===== config.mk =====
export PLATFORM = sky130hd
export DESIGN_NAME = reconnect_backoff_report_timer_top
export DESIGN_NICKNAME = d
export VERILOG_FILES = /design/src/sv/rbrt_pkg.sv /design/src/sv/reconnect_backoff_report_timer_top.sv /design/src/sv/rbrt_cfg.sv /design/src/sv/rbrt_core.sv
export SDC_FILE = /design/constraint.sdc
export NUM_CORES = 1
export LEC_CHECK = 0
export BUFFER_PORTS_ARGS = -buffer_cell sky130_fd_sc_hd__buf_2
export CORE_MARGIN = 8
export CORE_UTILIZATION = 60
export CTS_CLUSTER_SIZE = 28
export DETAILED_ROUTE_END_ITERATION = 6
export GPL_ROUTABILITY_DRIVEN = 0
export PLACE_DENSITY = 0.78
export SYNTH_ARGS = -nofsm -noshare
export SYNTH_HDL_FRONTEND = slang
export SYNTH_SLANG_ARGS = --single-unit

===== constraint.sdc =====
create_clock -name clk -period 10.2 [get_ports clk]
set_clock_uncertainty 0.2 [all_clocks]
set_input_delay 0.51 -clock clk [delete_from_list [all_inputs] [get_ports clk]]
set_output_delay 0.51 -clock clk [all_outputs]
set_load 0.01 [all_outputs]

===== src/sv/rbrt_pkg.sv =====
// Package for the reconnect backoff and report timer.
// Holds event codes, register indexes, widths, reset values and the config struct.
// No dependencies.
`timescale 1ns / 1ps

package rbrt_pkg;

	localparam int TIME_BITS_DEF = 32;
	localparam int NOW_W = 32;
	localparam int CMD_W = 2;
	localparam int DELAY_W = 32;
	localparam int FIRST_W = 16;
	localparam int SEC_W = 16;
	localparam int INTERVAL_W = 26;
	localparam int STEPS = 4;
	localparam int IDX_W = 2;
	localparam int CFG_IDX_W = 3;
	localparam int CFG_DATA_W = 32;
	localparam int S_TDATA_W = 40;
	localparam int M_TDATA_W = 8;

	localparam logic [INTERVAL_W-1:0] MS_PER_SEC = INTERVAL_W'(1000);

	localparam logic [CMD_W-1:0] CMD_TICK = 2'd0;
	localparam logic [CMD_W-1:0] CMD_LINK_UP = 2'd1;
	localparam logic [CMD_W-1:0] CMD_LINK_DOWN = 2'd2;
	localparam logic [CMD_W-1:0] CMD_REPORT_REQ = 2'd3;

	localparam logic [CFG_IDX_W-1:0] REG_REPORT_INTERVAL = 3'd0;
	localparam logic [CFG_IDX_W-1:0] REG_FIRST_DELAY = 3'd1;
	localparam logic [CFG_IDX_W-1:0] REG_BACKOFF_FIRST = 3'd2;
	localparam logic [CFG_IDX_W-1:0] REG_BACKOFF_SECOND = 3'd3;
	localparam logic [CFG_IDX_W-1:0] REG_BACKOFF_THIRD = 3'd4;
	localparam logic [CFG_IDX_W-1:0] REG_BACKOFF_LAST = 3'd5;

	localparam logic [INTERVAL_W-1:0] RST_INTERVAL_MS = INTERVAL_W'(60000);
	localparam logic [FIRST_W-1:0] RST_FIRST_DELAY = FIRST_W'(1500);
	localparam logic [DELAY_W-1:0] RST_BACKOFF_FIRST = DELAY_W'(5000);
	localparam logic [DELAY_W-1:0] RST_BACKOFF_SECOND = DELAY_W'(10000);
	localparam logic [DELAY_W-1:0] RST_BACKOFF_THIRD = DELAY_W'(20000);
	localparam logic [DELAY_W-1:0] RST_BACKOFF_LAST = DELAY_W'(30000);

	typedef struct packed {
		logic [INTERVAL_W-1:0] interval_ms;
		logic [FIRST_W-1:0] first_delay_ms;
		logic [STEPS-1:0][DELAY_W-1:0] backoff_ms;
	} rbrt_cfg_t;

endpackage


===== src/sv/reconnect_backoff_report_timer_top.sv =====
// Top level of the reconnect backoff and report timer.
// Input register, result register and stream handshake around rbrt_cfg and rbrt_core.
// Depends on rbrt_pkg, rbrt_cfg and rbrt_core.
//
//   Channel  | Direction | Beat contents
//   ---------+-----------+------------------------------------------------
//   s_*      | in        | one event: command and millisecond timestamp
//   m_*      | out       | one result: start_connect, send_report, link_up
//   cfg_*    | in        | register write, no handshake, no read-back
//
// Every event beat yields exactly one result beat.
// One beat per cycle is sustained while m_tready stays high; the state update
// sits between the input register and the result register.
// A stalled result register holds the input register, and s_tready drops
// only when both are full. Reset restores the state and all register values.
`timescale 1ns / 1ps

module reconnect_backoff_report_timer_top #(
	parameter int TIME_BITS = rbrt_pkg::TIME_BITS_DEF
) (
	input  logic clk,
	input  logic arst_n,
	input  logic s_tvalid,
	output logic s_tready,
	input  logic [rbrt_pkg::S_TDATA_W-1:0] s_tdata, // command[1:0], now_ms[33:2], zeros
	output logic m_tvalid,
	input  logic m_tready,
	output logic [rbrt_pkg::M_TDATA_W-1:0] m_tdata, // start_connect, send_report, link_up, zeros
	input  logic cfg_we,
	input  logic [rbrt_pkg::CFG_IDX_W-1:0] cfg_index,
	input  logic [rbrt_pkg::CFG_DATA_W-1:0] cfg_data
);

	rbrt_pkg::rbrt_cfg_t cfg;

	logic valid_s1;
	logic [rbrt_pkg::CMD_W-1:0] command_s1;
	logic [rbrt_pkg::NOW_W-1:0] now_s1;
	logic valid_s2;
	logic [2:0] result_s2;
	logic advance;
	logic step;
	logic start_connect, send_report, link_up;

	assign advance = !valid_s2 || m_tready;
	assign step = valid_s1 && advance;
	assign s_tready = !valid_s1 || advance;

	always_ff @(posedge clk or negedge arst_n) begin
		if (!arst_n) begin
			valid_s1 <= 1'b0;
			valid_s2 <= 1'b0;
		end else begin
			if (s_tready) begin
				valid_s1 <= s_tvalid;
			end
			if (advance) begin
				valid_s2 <= valid_s1;
			end
		end
	end

	always_ff @(posedge clk) begin
		if (s_tvalid && s_tready) begin
			command_s1 <= s_tdata[rbrt_pkg::CMD_W-1:0];
			now_s1 <= s_tdata[rbrt_pkg::CMD_W +: rbrt_pkg::NOW_W];
		end
		if (step) begin
			result_s2 <= {link_up, send_report, start_connect};
		end
	end

	rbrt_cfg u_cfg (
		.clk(clk),
		.arst_n(arst_n),
		.cfg_we(cfg_we),
		.cfg_index(cfg_index),
		.cfg_data(cfg_data),
		.cfg(cfg)
	);

	rbrt_core #(
		.TIME_BITS(TIME_BITS)
	) u_core (
		.clk(clk),
		.arst_n(arst_n),
		.step(step),
		.command(command_s1),
		.now_ms(now_s1),
		.cfg(cfg),
		.start_connect(start_connect),
		.send_report(send_report),
		.link_up(link_up)
	);

	assign m_tvalid = valid_s2;
	assign m_tdata = {{(rbrt_pkg::M_TDATA_W - 3){1'b0}}, result_s2};

endmodule


===== src/sv/rbrt_cfg.sv =====
// Configuration registers of the reconnect backoff and report timer.
// The report interval is kept in milliseconds, scaled once at write time.
// Depends on rbrt_pkg.
`timescale 1ns / 1ps

module rbrt_cfg (
	input  logic clk,
	input  logic arst_n,
	input  logic cfg_we,
	input  logic [rbrt_pkg::CFG_IDX_W-1:0] cfg_index,
	input  logic [rbrt_pkg::CFG_DATA_W-1:0] cfg_data,
	output rbrt_pkg::rbrt_cfg_t cfg
);

	rbrt_pkg::rbrt_cfg_t cfg_q;
	logic [rbrt_pkg::INTERVAL_W-1:0] interval_scaled;

	assign interval_scaled = rbrt_pkg::INTERVAL_W'(cfg_data[rbrt_pkg::SEC_W-1:0])
		* rbrt_pkg::MS_PER_SEC;

	always_ff @(posedge clk or negedge arst_n) begin
		if (!arst_n) begin
			cfg_q.interval_ms <= rbrt_pkg::RST_INTERVAL_MS;
			cfg_q.first_delay_ms <= rbrt_pkg::RST_FIRST_DELAY;
			cfg_q.backoff_ms[0] <= rbrt_pkg::RST_BACKOFF_FIRST;
			cfg_q.backoff_ms[1] <= rbrt_pkg::RST_BACKOFF_SECOND;
			cfg_q.backoff_ms[2] <= rbrt_pkg::RST_BACKOFF_THIRD;
			cfg_q.backoff_ms[3] <= rbrt_pkg::RST_BACKOFF_LAST;
		end else if (cfg_we) begin
			unique case (cfg_index)
				rbrt_pkg::REG_REPORT_INTERVAL: cfg_q.interval_ms <= interval_scaled;
				rbrt_pkg::REG_FIRST_DELAY:
					cfg_q.first_delay_ms <= cfg_data[rbrt_pkg::FIRST_W-1:0];
				rbrt_pkg::REG_BACKOFF_FIRST: cfg_q.backoff_ms[0] <= cfg_data;
				rbrt_pkg::REG_BACKOFF_SECOND: cfg_q.backoff_ms[1] <= cfg_data;
				rbrt_pkg::REG_BACKOFF_THIRD: cfg_q.backoff_ms[2] <= cfg_data;
				rbrt_pkg::REG_BACKOFF_LAST: cfg_q.backoff_ms[3] <= cfg_data;
				default: ;
			endcase
		end
	end

	assign cfg = cfg_q;

endmodule


===== src/sv/rbrt_core.sv =====
// Link state, backoff step, deadlines and the per-event update logic.
// Produces the start, report and link-up flags for the event in the input register.
// Depends on rbrt_pkg.
`timescale 1ns / 1ps

module rbrt_core #(
	parameter int TIME_BITS = rbrt_pkg::TIME_BITS_DEF
) (
	input  logic clk,
	input  logic arst_n,
	input  logic step,
	input  logic [rbrt_pkg::CMD_W-1:0] command,
	input  logic [rbrt_pkg::NOW_W-1:0] now_ms,
	input  rbrt_pkg::rbrt_cfg_t cfg,
	output logic start_connect,
	output logic send_report,
	output logic link_up
);

	localparam int WIDE_W = (TIME_BITS > rbrt_pkg::DELAY_W) ? TIME_BITS : rbrt_pkg::DELAY_W;
	localparam int CMP_W = (TIME_BITS > rbrt_pkg::INTERVAL_W) ? TIME_BITS
		: rbrt_pkg::INTERVAL_W;

	logic connected_q, connected_n;
	logic [rbrt_pkg::IDX_W-1:0] idx_q, idx_n;
	logic [TIME_BITS-1:0] reconnect_dl_q, reconnect_dl_n;
	logic pending_q, pending_n;
	logic [TIME_BITS-1:0] last_report_q, last_report_n;
	logic [TIME_BITS-1:0] first_dl_q, first_dl_n;

	logic [WIDE_W-1:0] now_wide;
	logic [TIME_BITS-1:0] now_t;
	logic [WIDE_W-1:0] sched_sum;
	logic [WIDE_W-1:0] first_sum;
	logic [TIME_BITS-1:0] elapsed;
	logic [rbrt_pkg::IDX_W-1:0] idx_inc;
	logic interval_done;

	assign now_wide = WIDE_W'(now_ms);
	assign now_t = now_wide[TIME_BITS-1:0];
	assign sched_sum = WIDE_W'(now_t) + WIDE_W'(cfg.backoff_ms[idx_q]);
	assign first_sum = WIDE_W'(now_t) + WIDE_W'(cfg.first_delay_ms);
	assign elapsed = now_t - last_report_q;
	assign interval_done = CMP_W'(elapsed) >= CMP_W'(cfg.interval_ms);
	assign idx_inc = (idx_q == rbrt_pkg::IDX_W'(rbrt_pkg::STEPS - 1)) ? idx_q
		: idx_q + rbrt_pkg::IDX_W'(1);

	always_comb begin
		connected_n = connected_q;
		idx_n = idx_q;
		reconnect_dl_n = reconnect_dl_q;
		pending_n = pending_q;
		last_report_n = last_report_q;
		first_dl_n = first_dl_q;
		start_connect = 1'b0;
		send_report = 1'b0;
		unique case (command)
			rbrt_pkg::CMD_TICK: begin
				if (!connected_q) begin
					if (reconnect_dl_q == '0 || now_t >= reconnect_dl_q) begin
						start_connect = 1'b1;
						reconnect_dl_n = sched_sum[TIME_BITS-1:0];
						idx_n = idx_inc;
					end
				end else if (first_dl_q != '0 && now_t >= first_dl_q) begin
					send_report = 1'b1;
					last_report_n = now_t;
					first_dl_n = '0;
					pending_n = 1'b0;
				end else if (pending_q || interval_done) begin
					send_report = 1'b1;
					pending_n = 1'b0;
					last_report_n = now_t;
				end
			end
			rbrt_pkg::CMD_LINK_UP: begin
				connected_n = 1'b1;
				idx_n = '0;
				reconnect_dl_n = '0;
				pending_n = 1'b0;
				first_dl_n = first_sum[TIME_BITS-1:0];
			end
			rbrt_pkg::CMD_LINK_DOWN: begin
				connected_n = 1'b0;
				first_dl_n = '0;
				reconnect_dl_n = sched_sum[TIME_BITS-1:0];
				idx_n = idx_inc;
			end
			rbrt_pkg::CMD_REPORT_REQ: begin
				pending_n = 1'b1;
			end
		endcase
	end

	assign link_up = connected_n;

	always_ff @(posedge clk or negedge arst_n) begin
		if (!arst_n) begin
			connected_q <= 1'b0;
			idx_q <= '0;
			reconnect_dl_q <= '0;
			pending_q <= 1'b1;
			last_report_q <= '0;
			first_dl_q <= '0;
		end else if (step) begin
			connected_q <= connected_n;
			idx_q <= idx_n;
			reconnect_dl_q <= reconnect_dl_n;
			pending_q <= pending_n;
			last_report_q <= last_report_n;
			first_dl_q <= first_dl_n;
		end
	end

endmodule


# Yosys cells after proc, flatten, opt, wreduce, memory -nomap -nowiden
# Cells that the tools add are included.
dict set report totals {
  register_bits 306
  output_inout_bits 10
}
dict set report classes {
  magnitude_cmp 4
  n_eq_ne 14
  n_mux 22
  n_mul 1
  bitwise_logic 1
  addsub 4
  n_reduce_logical 28
}
# op count
set ops {}
lappend ops {{32-bit 2-to-1 mux} 7}
lappend ops {{32-bit one-hot mux with 3 select lines} 2}
lappend ops {{32-bit binary-select mux with 2-bit select} 1}
lappend ops {{32-bit >= comparator} 2}
lappend ops {{32-bit by 16-bit adder with 32-bit output} 1}
lappend ops {{32-bit adder} 1}
lappend ops {{32-bit by 26-bit >= comparator with 1-bit output} 1}
lappend ops {{32-bit zero test} 1}
lappend ops {{32-bit nonzero test} 1}
lappend ops {{32-bit subtractor} 1}
lappend ops {{16-bit by 7-bit multiplier with 23-bit output (second input constant)} 1}
lappend ops {{4-bit AND reduction} 4}
lappend ops {{2-bit AND reduction} 7}
lappend ops {{2-bit == test (second input constant)} 3}
lappend ops {{3-bit by 2-bit == test with 1-bit output (second input constant)} 2}
lappend ops {{3-bit == test (second input constant)} 2}
lappend ops {{1-bit 2-to-1 mux} 6}
lappend ops {{2-bit 2-to-1 mux} 3}
lappend ops {{2-bit by 1-bit inequality test with 1-bit output (second input constant)} 3}
lappend ops {{2-bit one-hot mux with 3 select lines} 1}
lappend ops {{3-bit nonzero test} 2}
lappend ops {{1-bit logical OR} 4}
lappend ops {{3-bit by 1-bit == test with 1-bit output (second input constant)} 1}
lappend ops {{1-bit logical AND} 3}
lappend ops {{other kinds (13)} 14}

# Logic depth before layout (Yosys ltp)
# Gate-level depths: netlist of run 1.
dict set report depth {
  ltp_word 7
  ltp_mapped 24
  ltp_nobuf 23
}

# By module
# A second synthesis of run 1 with hierarchy kept.
dict set report hier_totals {
  hier_cells 2246
  hier_area_um2 22325.2
}
# mod instances seq_area_each_um2 area_per_inst_um2 cells_each
set by_module_without_submodules {}
lappend by_module_without_submodules {rbrt_core 1 2503.7 11986.5 1451}
lappend by_module_without_submodules {rbrt_cfg 1 4224.1 9082.5 744}
lappend by_module_without_submodules {reconnect_backoff_report_timer_top 1 1161.1 1256.2 51}

# Worst setup path after synthesis of run 1
# No wires, ideal clock.
dict set report synth_path {
  path_type {input to register}
  start {in cfg_data[0] in the netlist's numbering}
  end {reg u_cfg.cfg_q (netlist bit u_cfg.cfg[169])}
  arrival_ns 4.624
  cell_stages 15
  setup_slack_ns 5.242
  setup_ns 0.134
  path_cell_list {fa_1 > inv_1 > fa_1 > fa_1 > inv_1 > fa_1 > ha_1 > a2111oi_4 > o21ai_2 > o311ai_2 > a31oi_1 > or4_1 > a31oi_1 > xnor2_1 > o21ai_1}
}
dict set report synth_between {
  elab_chain_cells 1
}
# element line
set synth_lines {}
lappend synth_lines {{start: declaration} reconnect_backoff_report_timer_top.sv:31} ;# input logic [rbrt_pkg::CFG_DATA_W-1:0] cfg_data
lappend synth_lines {{16-bit by 7-bit multiplier with 23-bit output} rbrt_cfg.sv:19} ;# * rbrt_pkg::MS_PER_SEC;
lappend synth_lines {{end: declaration} rbrt_cfg.sv:15} ;# rbrt_pkg::rbrt_cfg_t cfg_q;
# Every way passes these cells.
# A chain may end at the register's enable or synchronous reset.

# Worst setup path after layout of run 1
dict set report layout_path {
  start {reg now_s1[1] in the netlist's numbering}
  end {reg u_core.last_report_q[2]}
}
dict set report layout_between {
  elab_chain_cells 5
  elab_cells_between_ends 8
  classes_between {add/sub: 1; order compare: 2; mux: 1; reduce/logical: 4}
}
# element line
set layout_lines {}
lappend layout_lines {{start: declaration} reconnect_backoff_report_timer_top.sv:38} ;# logic [rbrt_pkg::NOW_W-1:0] now_s1;
lappend layout_lines {{start signal: assignment} reconnect_backoff_report_timer_top.sv:66} ;# now_s1 <= s_tdata[rbrt_pkg::CMD_W +: rbrt_pkg::NOW_W];
lappend layout_lines {{32-bit subtractor} rbrt_core.sv:43} ;# assign elapsed = now_t - last_report_q;
lappend layout_lines {{32-bit by 26-bit >= comparator with 1-bit output} rbrt_core.sv:44} ;# assign interval_done = CMP_W'(elapsed) >= CMP_W'(cfg.interval_ms);
lappend layout_lines {{1-bit logical OR} rbrt_core.sv:70} ;# end else if (pending_q || interval_done) begin
lappend layout_lines {{2-bit nonzero test (no line)} --}
lappend layout_lines {{4-bit AND reduction (no line)} --}
lappend layout_lines {{end signal: assignment} rbrt_core.sv:110} ;# last_report_q <= last_report_n;
lappend layout_lines {{end: declaration} rbrt_core.sv:28} ;# logic [TIME_BITS-1:0] last_report_q, last_report_n;
# Several ways; a longest one is shown, not always the timed one.

==> metrics.txt, run 1 <==
outcome finished, final reports clean; post-route ant nets 0; Horiz. Die Dim 203 um; worst-path maximum fanout 32; Initial Util 60.7%; Critical Path AT 6240 ps; Final Max Slew Viols 0; crit share post-route 59.2%; Area contributors post-synth dfrtp_1 (28%), ha_1 (13%), mux2_2 (8.0%); Syn Area/Cell 11.1 sq um; Post-Synth XOR/XNOR Area 3.85%; WHS Path Cells 2; EDFF count, synth 37; DRT Pass-1 Iters 4; total negative setup slack 0 ps; port buffer count 78; Final Setup Violations 0; max cap viols 0; initial antenna violation count 0; largest family of logic cells by synthesized area adder cells; drt first-iter violations 795; WHS Endpoint u_cfg.cfg[16]; Non-Filler Instances 2477; clock share of power 20.1%; Fmax 166 MHz; Synth top cells by count dfrtp_1 (232), ha_1 (223), inv_1 (167); Clock Tree Buf Depth 3; layout cells sized above 1 20.8%; final hold slack 53.8 ps; hold_sp cfg_data[16]; final core utilization 67.6%; Worst Hold Class input port to flop; Reg2Reg Setup Slack 4160 ps; Worst R2R Start now_s1[1]; Placement Setup Slack 4270 ps; Pwr per Cell Area 272 mW/mm^2; Skew-Pair Late Insertion Delay 530 ps; met2 Use GR 39.2%; Post-synth ARST share 87.9%; ANT cells 0; cell count after synthesis 1884; busiest grt layer met2; Yosys reg bits 306; post-synthesis cell area 0.0209 sq mm; global-route wire length before repair 79900 um; DP Area 0.0218 sq mm; Switching Fraction 38.8%; P&R area growth vs syn 11.4%; num rows 68; FF-to-FF End u_core.last_report_q[2]; H-Tree Depth 2; CTS root buf clkbuf_16; Cell variety after synth 81; Int Pwr 3.88 mW; Global Route Usage Sum 23.9%; Post-Synth Adder-Cell Area 18.8%; core area 0.0345 sq mm; Pleak 10.5 nW; number of remaining DRC errors 0; Via density 6.03; Critical Path RT 10400 ps; M1 GR Usage 31.5%; Final Hold Viols 0; nets@finish 2356; register area share after synthesis 37.7%; Worst Reg2Reg Path Length in Cells 20; post-synthesis mux area share 13.5%; compound-cell area share of the yosys netlist 13.0%; combinational group share of total power 51.3%; CP endpoint kind flop; CTS Buf Count 34; CTS sink count 306; height of the die 203 um; unrepaired setup endpoints after global routing no; WL per Instance 19.6 um; actual slew at the worst max-slew pin 1230 ps; vias in the first global route 15.6k; Post-Route WL 48500 um; placed cell count 2379; Max VDD drop 0.182 mV; most frequent cell after synthesis dfrtp_1; Flop pwr share 28.6%; Final Instance Area 0.0233 sq mm; CTS tree yes; setup ws final 4160 ps; total chip power 6.34 mW; post-cts resize count 0; Synth area leader dfrtp_1; minimum clock period 6040 ps; Net Sw Power 2.46 mW; startpoint types flop; Synth top area share 27.8%; CTS Hold Bufs 35; Top Ports 90; Slew Limit Headroom 17.0%; via count 14.9k; Final HPWL DP 35200 um; pin count of the biggest net entering global routing 130; met3 Use GR 3.86%; synth warn 0; Post-CTS Setup Bufs 0; Synth Area in Simple Gates 8.95%; Die ar. 0.0411 sq mm; Main synth FF type dfrtp_1; critical path type flop to flop; clock slew at reported path FFs 60 ps; GRT overflow 0
==> layout make-up <==
class / instances / area, sq um
multi-input cells: 1359 / 12200
fillers: 2560 / 11200
flip-flops and latches: 306 / 7890
clock buffers: 50 / 982
repair buffers: 128 / 866
inverters: 167 / 627
well taps: 455 / 569
clock inverters: 12 / 186
==> metal layers <==
metal | vias up | part of all wire (%) | wire, um
li1 | 7082 | - | -
met4 | 0 | 3.5 | 1710
met5 | - | 0 | 0
met2 | 313 | 48 | 23100
met3 | 113 | 4.3 | 2090
met1 | 7438 | 45 | 21600
==> power groups by stage <==
stage / Sequential, mW / Clock (mW) / Combinational, mW
finish: 1.81 / 1.28 / 3.25
global route: 1.85 / 1.35 / 3.65
CTS: 1.81 / 1.30 / 3.24
detailed placement: 1.83 / 0 / 3.20
global placement: 1.81 / 0 / 3.09
floorplan: 1.73 / 0 / 2.57
==> cell usage in the layout (no fill, tap or decap), types with 18 or more instances in the layout <==
cell and instances:
a211oi_1 18, a21o_1 69, a21oi_1 93, buf_2 77, clkbuf_16 35, dfrtp_1 231, dfstp_2 37, dlygate4sd3_1 36
edfxtp_1 37, fa_1 57, ha_1 222, inv_1 167, mux2_2 148, mux2_4 25, mux4_2 32, nand2_1 98
nand2b_1 26, nand3_1 48, nand4_1 23, nor2_1 50, nor3_1 32, nor4_1 18, o21ai_0 86, o31ai_1 30
xnor2_1 53, xor2_1 39
==> registers in the layout, summed over array words and instances (netlist names) <==
register               flops
command_s1                 2
u_core.first_dl_q         32
u_core.reconnect_dl_q     32
u_core.last_report_q      32
valid_s1                   1
u_core.pending_q           1
u_core.connected_q         1
result_s2                  3
u_core.idx_q               2
m_tvalid                   1
now_s1                    32
u_cfg.cfg                167
==> worst max-delay path, stage by stage, from the launching register on <==
cell and delay [ps]:
edfxtp_1 590, ha_1 370, nor2b_1 150, o2111ai_1 260, and3_1 320, nor3b_2 80
nor2_1 190, o21ai_0 220, a31o_2 310, a21o_1 180, a21oi_1 170, xnor2_1 120
ha_1 330, nand4_1 130, a2111oi_0 800, a211oi_2 100, o221ai_2 130, nor2_2 90
a211oi_4 230, buf_4 530, mux2_2 400
==> worst max path at each step <==
stage                     start                       to  depth (start not counted)
global route          now_s1[1]  u_core.last_report_q[2]                         20
global placement      now_s1[1]  u_core.last_report_q[2]                         20
detailed placement    now_s1[1]  u_core.last_report_q[0]                         20
finish                now_s1[1]  u_core.last_report_q[2]                         20
CTS                   now_s1[1]  u_core.last_report_q[2]                         20
floorplan           cfg_data[0]           u_cfg.cfg[169]                         15
==> cells by family (layout without fill, tap and decap cells) <==
kind of cell | count (synthesis) | count (layout)
compound gates | 407 | 407
xor+xnor | 92 | 92
fa+ha+maj | 280 | 280
buf+inv | 223 | 357
flops | 306 | 306
mux | 210 | 210
other cells | 1 | 5
simple gates | 365 | 365
(Power assumes the default switching activity.)
==> run 2: changes to the inputs <==
- CORE_UTILIZATION: 60 -> 57
- clock period: 10.2 -> 5 ns (I/O delays scaled with it)
==> run 2 against run 1 <==
The run now ends with setup timing left. First-iteration DRC count up 13%. Utilization down 0.20 points. Critical path depth up 4. Via count up 5.2%. Die area up 4.8%. Sequential cell count unchanged. Worst setup slack worse by 4200 ps. Design area up 5.2%. Critical endpoint is now u_core.last_report_q[23]. Largest cell class unchanged. Highest routed layer unchanged.
==> metrics.txt, run 2 (synthesis gave the netlist of run 1 again) <==
Non-Filler Instances 2603 (+5.1%); Worst Reg2Reg Path Length in Cells 24 (+20%); Final Max Slew Viols 0 (unchanged); Via density 6.04 (+0.14%); height of the die 208 um (+2.4%); clock share of power 18.2% (-1.9 points); Worst Hold Class input port to flop; drt first-iter violations 902 (+13%); Die ar. 0.0431 sq mm (+4.8%); Pleak 11.1 nW (+5.2%); Fmax 199 MHz (+20%); metal3 WL 3120 um (+49%); setup ws final -34.6 ps (-4190 ps); H-Tree Depth 2 (unchanged); P&R area growth vs syn 17.2%; WHS Path Cells 3 (+1); footprint of the multi-input gates 0.0124 sq mm (+2.1%); Final Hold Viols 0 (unchanged); Pwr per Cell Area 557 mW/mm^2 (+100%); clock slew at reported path FFs 60 ps (about the same); crit path buf inv count 6 (+5); global-route wire length before repair 84700 um (+6.0%); Int Pwr 8.20 mW (+110%); critical-path cell list inv_2 > ha_4 > fa_2 > nand2b_4 > a21o_1 > a211oi_4 > buf_4 > o211ai_1 > nand2_1 > buf_4 > buf_4 > xor2_1 > ha_2 > nand4_1 > o21ai_2 > a21oi_2 > o2111ai_2 > a211oi_2 > o221ai_2 > nor2_2 > a211oi_4 > buf_6 > buf_12 > mux2_4; GRT overflow 0 (unchanged); most frequent cells in the layout dfrtp_1 (231), ha_1 (212), inv_1 (166), mux2_2 (146), nand2_1 (98); Net Sw Power 5.45 mW (+120%); CTS sink count 306 (unchanged); initial antenna violation count 0 (unchanged); Critical Path RT 5220 ps (-5180 ps); CTS Buf Count 34 (unchanged); Top cell by count, worst path buf_4; failing checks setup timing; via count 15.7k (+5.2%); DR top layer met4; FF/Latch Area 0.00789 sq mm (unchanged); Final HPWL DP 38400 um (+9.1%); Slew Limit Headroom 37.4% (+20 points); Initial Util 57.5% (-3.2 points); M1 wire length 22300 um (+3.0%); Horiz. Die Dim 208 um (+2.4%); crit share post-route 101% (+41 points); WHS Endpoint u_cfg.cfg[109]; met2 wire len 25300 um (+9.5%); unrepaired setup endpoints after global routing yes; vias in the first global route 16.3k (+4.9%); worst-path maximum fanout 6 (-81%); commonest non-fill, non-tap cell in the layout dfrtp_1; DRT Pass-1 Iters 5 (+1); Global Route Usage Sum 24.2% (+0.36 points); Flop pwr share 27.2% (-1.4 points); Reg2Reg Setup Slack -30 ps (-4190 ps); Clock Tree Buf Depth 3 (unchanged); nets@finish 2470 (+4.8%); CP max stage cell fa_2; ANT cells 0 (unchanged); post-route ant nets 0 (unchanged); FF-to-FF End u_core.last_report_q[23]; max incr delay on CP 380 ps (-420 ps); combinational group share of total power 54.6% (+3.3 points); num rows 70 (+2.9%); number of remaining DRC errors 0 (unchanged); Worst R2R Start now_s1[0]; placed cell count 2455 (+3.2%); Max VDD drop 0.314 mV (+72%); CP top delay family compound AO/OA/AOI/OAI gates; startpoint types flop; Post-Route WL 53100 um (+9.4%); critical path type flop to flop; hold_sp cfg_data[13]; CP endpoint kind flop; CTS root buf clkbuf_16; WL per Instance 20.4 um (+4.1%); CTS tree yes; fillers 2540 (-0.78%); minimum clock period 5030 ps (-1010 ps); core area 0.0363 sq mm (+5.5%); total negative setup slack -592 ps (-592 ps); layout cells sized above 1 25.2% (+4.4 points); Top Ports 90 (unchanged); pin count of the biggest net entering global routing 126 (-3.1%); max FFs per register 167 (unchanged); outcome finished, violations left; port buffer count 78 (unchanged); max cap viols 0 (unchanged); Skew-Pair Late Insertion Delay 550 ps (+20 ps); Critical Path AT 5260 ps (-980 ps); Final Setup Violations 27 (+27); Switching Fraction 39.9% (+1.1 points); actual slew at the worst max-slew pin 940 ps (-286 ps)
-- run 2: cell count changes in the layout (fill, tap and decap cells not counted), sizes merged --
cell,change
bufinv,-2
buf,+84
dlygate4sd3,+28
inv,+1
clkinvlp,-1
clkbuf,+3
-- run 2: worst min-delay path, cell delays in order --
cell and delay [ps]:
buf_2 200, inv_1 180, o21ai_0 110
-- run 2: worst max path at each step --
| stage | cells after the start | from | slack, ps | endpoint |
|---|---|---|---|---|
| 3_5_place_dp | 17 | cfg_data[0] | -190 | u_cfg.cfg[168] |
| 6_report | 24 | now_s1[0] | -30 | u_core.last_report_q[23] |
| 2_1_floorplan | 23 | now_s1[1] | 280 | u_core.last_report_q[10] |
| 4_1_cts | 21 | now_s1[5] | 4 | u_core.last_report_q[2] |
| 3_3_place_gp | 17 | cfg_data[0] | -20 | u_cfg.cfg[168] |
| 5_1_grt | 23 | now_s1[8] | -160 | u_core.last_report_q[22] |
-- run 2: repair_timing --
| action | CTS | global route |
|---|---|---|
| hold buffers | 64 | 0 |
| endpoints found under the setup margin | 32 | 37 |
| setup buffers | 6 | 16 |
| pin swaps | 10 | 41 |
| hold endpoints to repair | 226 | 0 |
| gates resized for setup | 16 | 44 |
| cloned | 1 | 1 |
-- run 2: through the flow --
stage | power, mW | hold slack [ps] | setup WS, ps | instance area (sq um) | util (%)
6_report | 13.6 | 16.5 | -34.6 | 24500 | 67.4
2_1_floorplan | 8.78 | -246 | 281 | 20900 | -
3_3_place_gp | 10.2 | 209 | -17.6 | 22300 | 61.3
3_5_place_dp | 10.6 | 222 | -187 | 22300 | 61.3
5_1_grt | 14.6 | 22.3 | -165 | 24500 | 67.4
4_1_cts | 13.2 | 9.92 | 3.61 | 24100 | 66.4
-- run 2: metal layers --
metal | vias to the layer above | GRT usage [%]
met3 | 150 | 3.97
met2 | 508 | 39.9
met4 | 0 | 11.4
met5 | - | 0
li1 | 7297 | -
met1 | 7774 | 31.0
-- run 2: final cells by class --
type                       count  area share [%]
multi-input combinational   1359            50.8
tap                          468            2.39
clock buffer                  51            3.94
inverter                     167            2.56
clock inverter                10           0.475
timing repair buffer         242            7.69
sequential                   306            32.2
-- run 2: power groups by stage --
stage / sequential (mW) / clock [mW] / combinational [mW]
finish: 3.71 / 2.48 / 7.46
floorplan: 3.53 / 0 / 5.25
global placement: 3.69 / 0 / 6.55
CTS: 3.70 / 2.52 / 7.03
detailed placement: 3.73 / 0 / 6.84
global route: 3.79 / 2.61 / 8.19
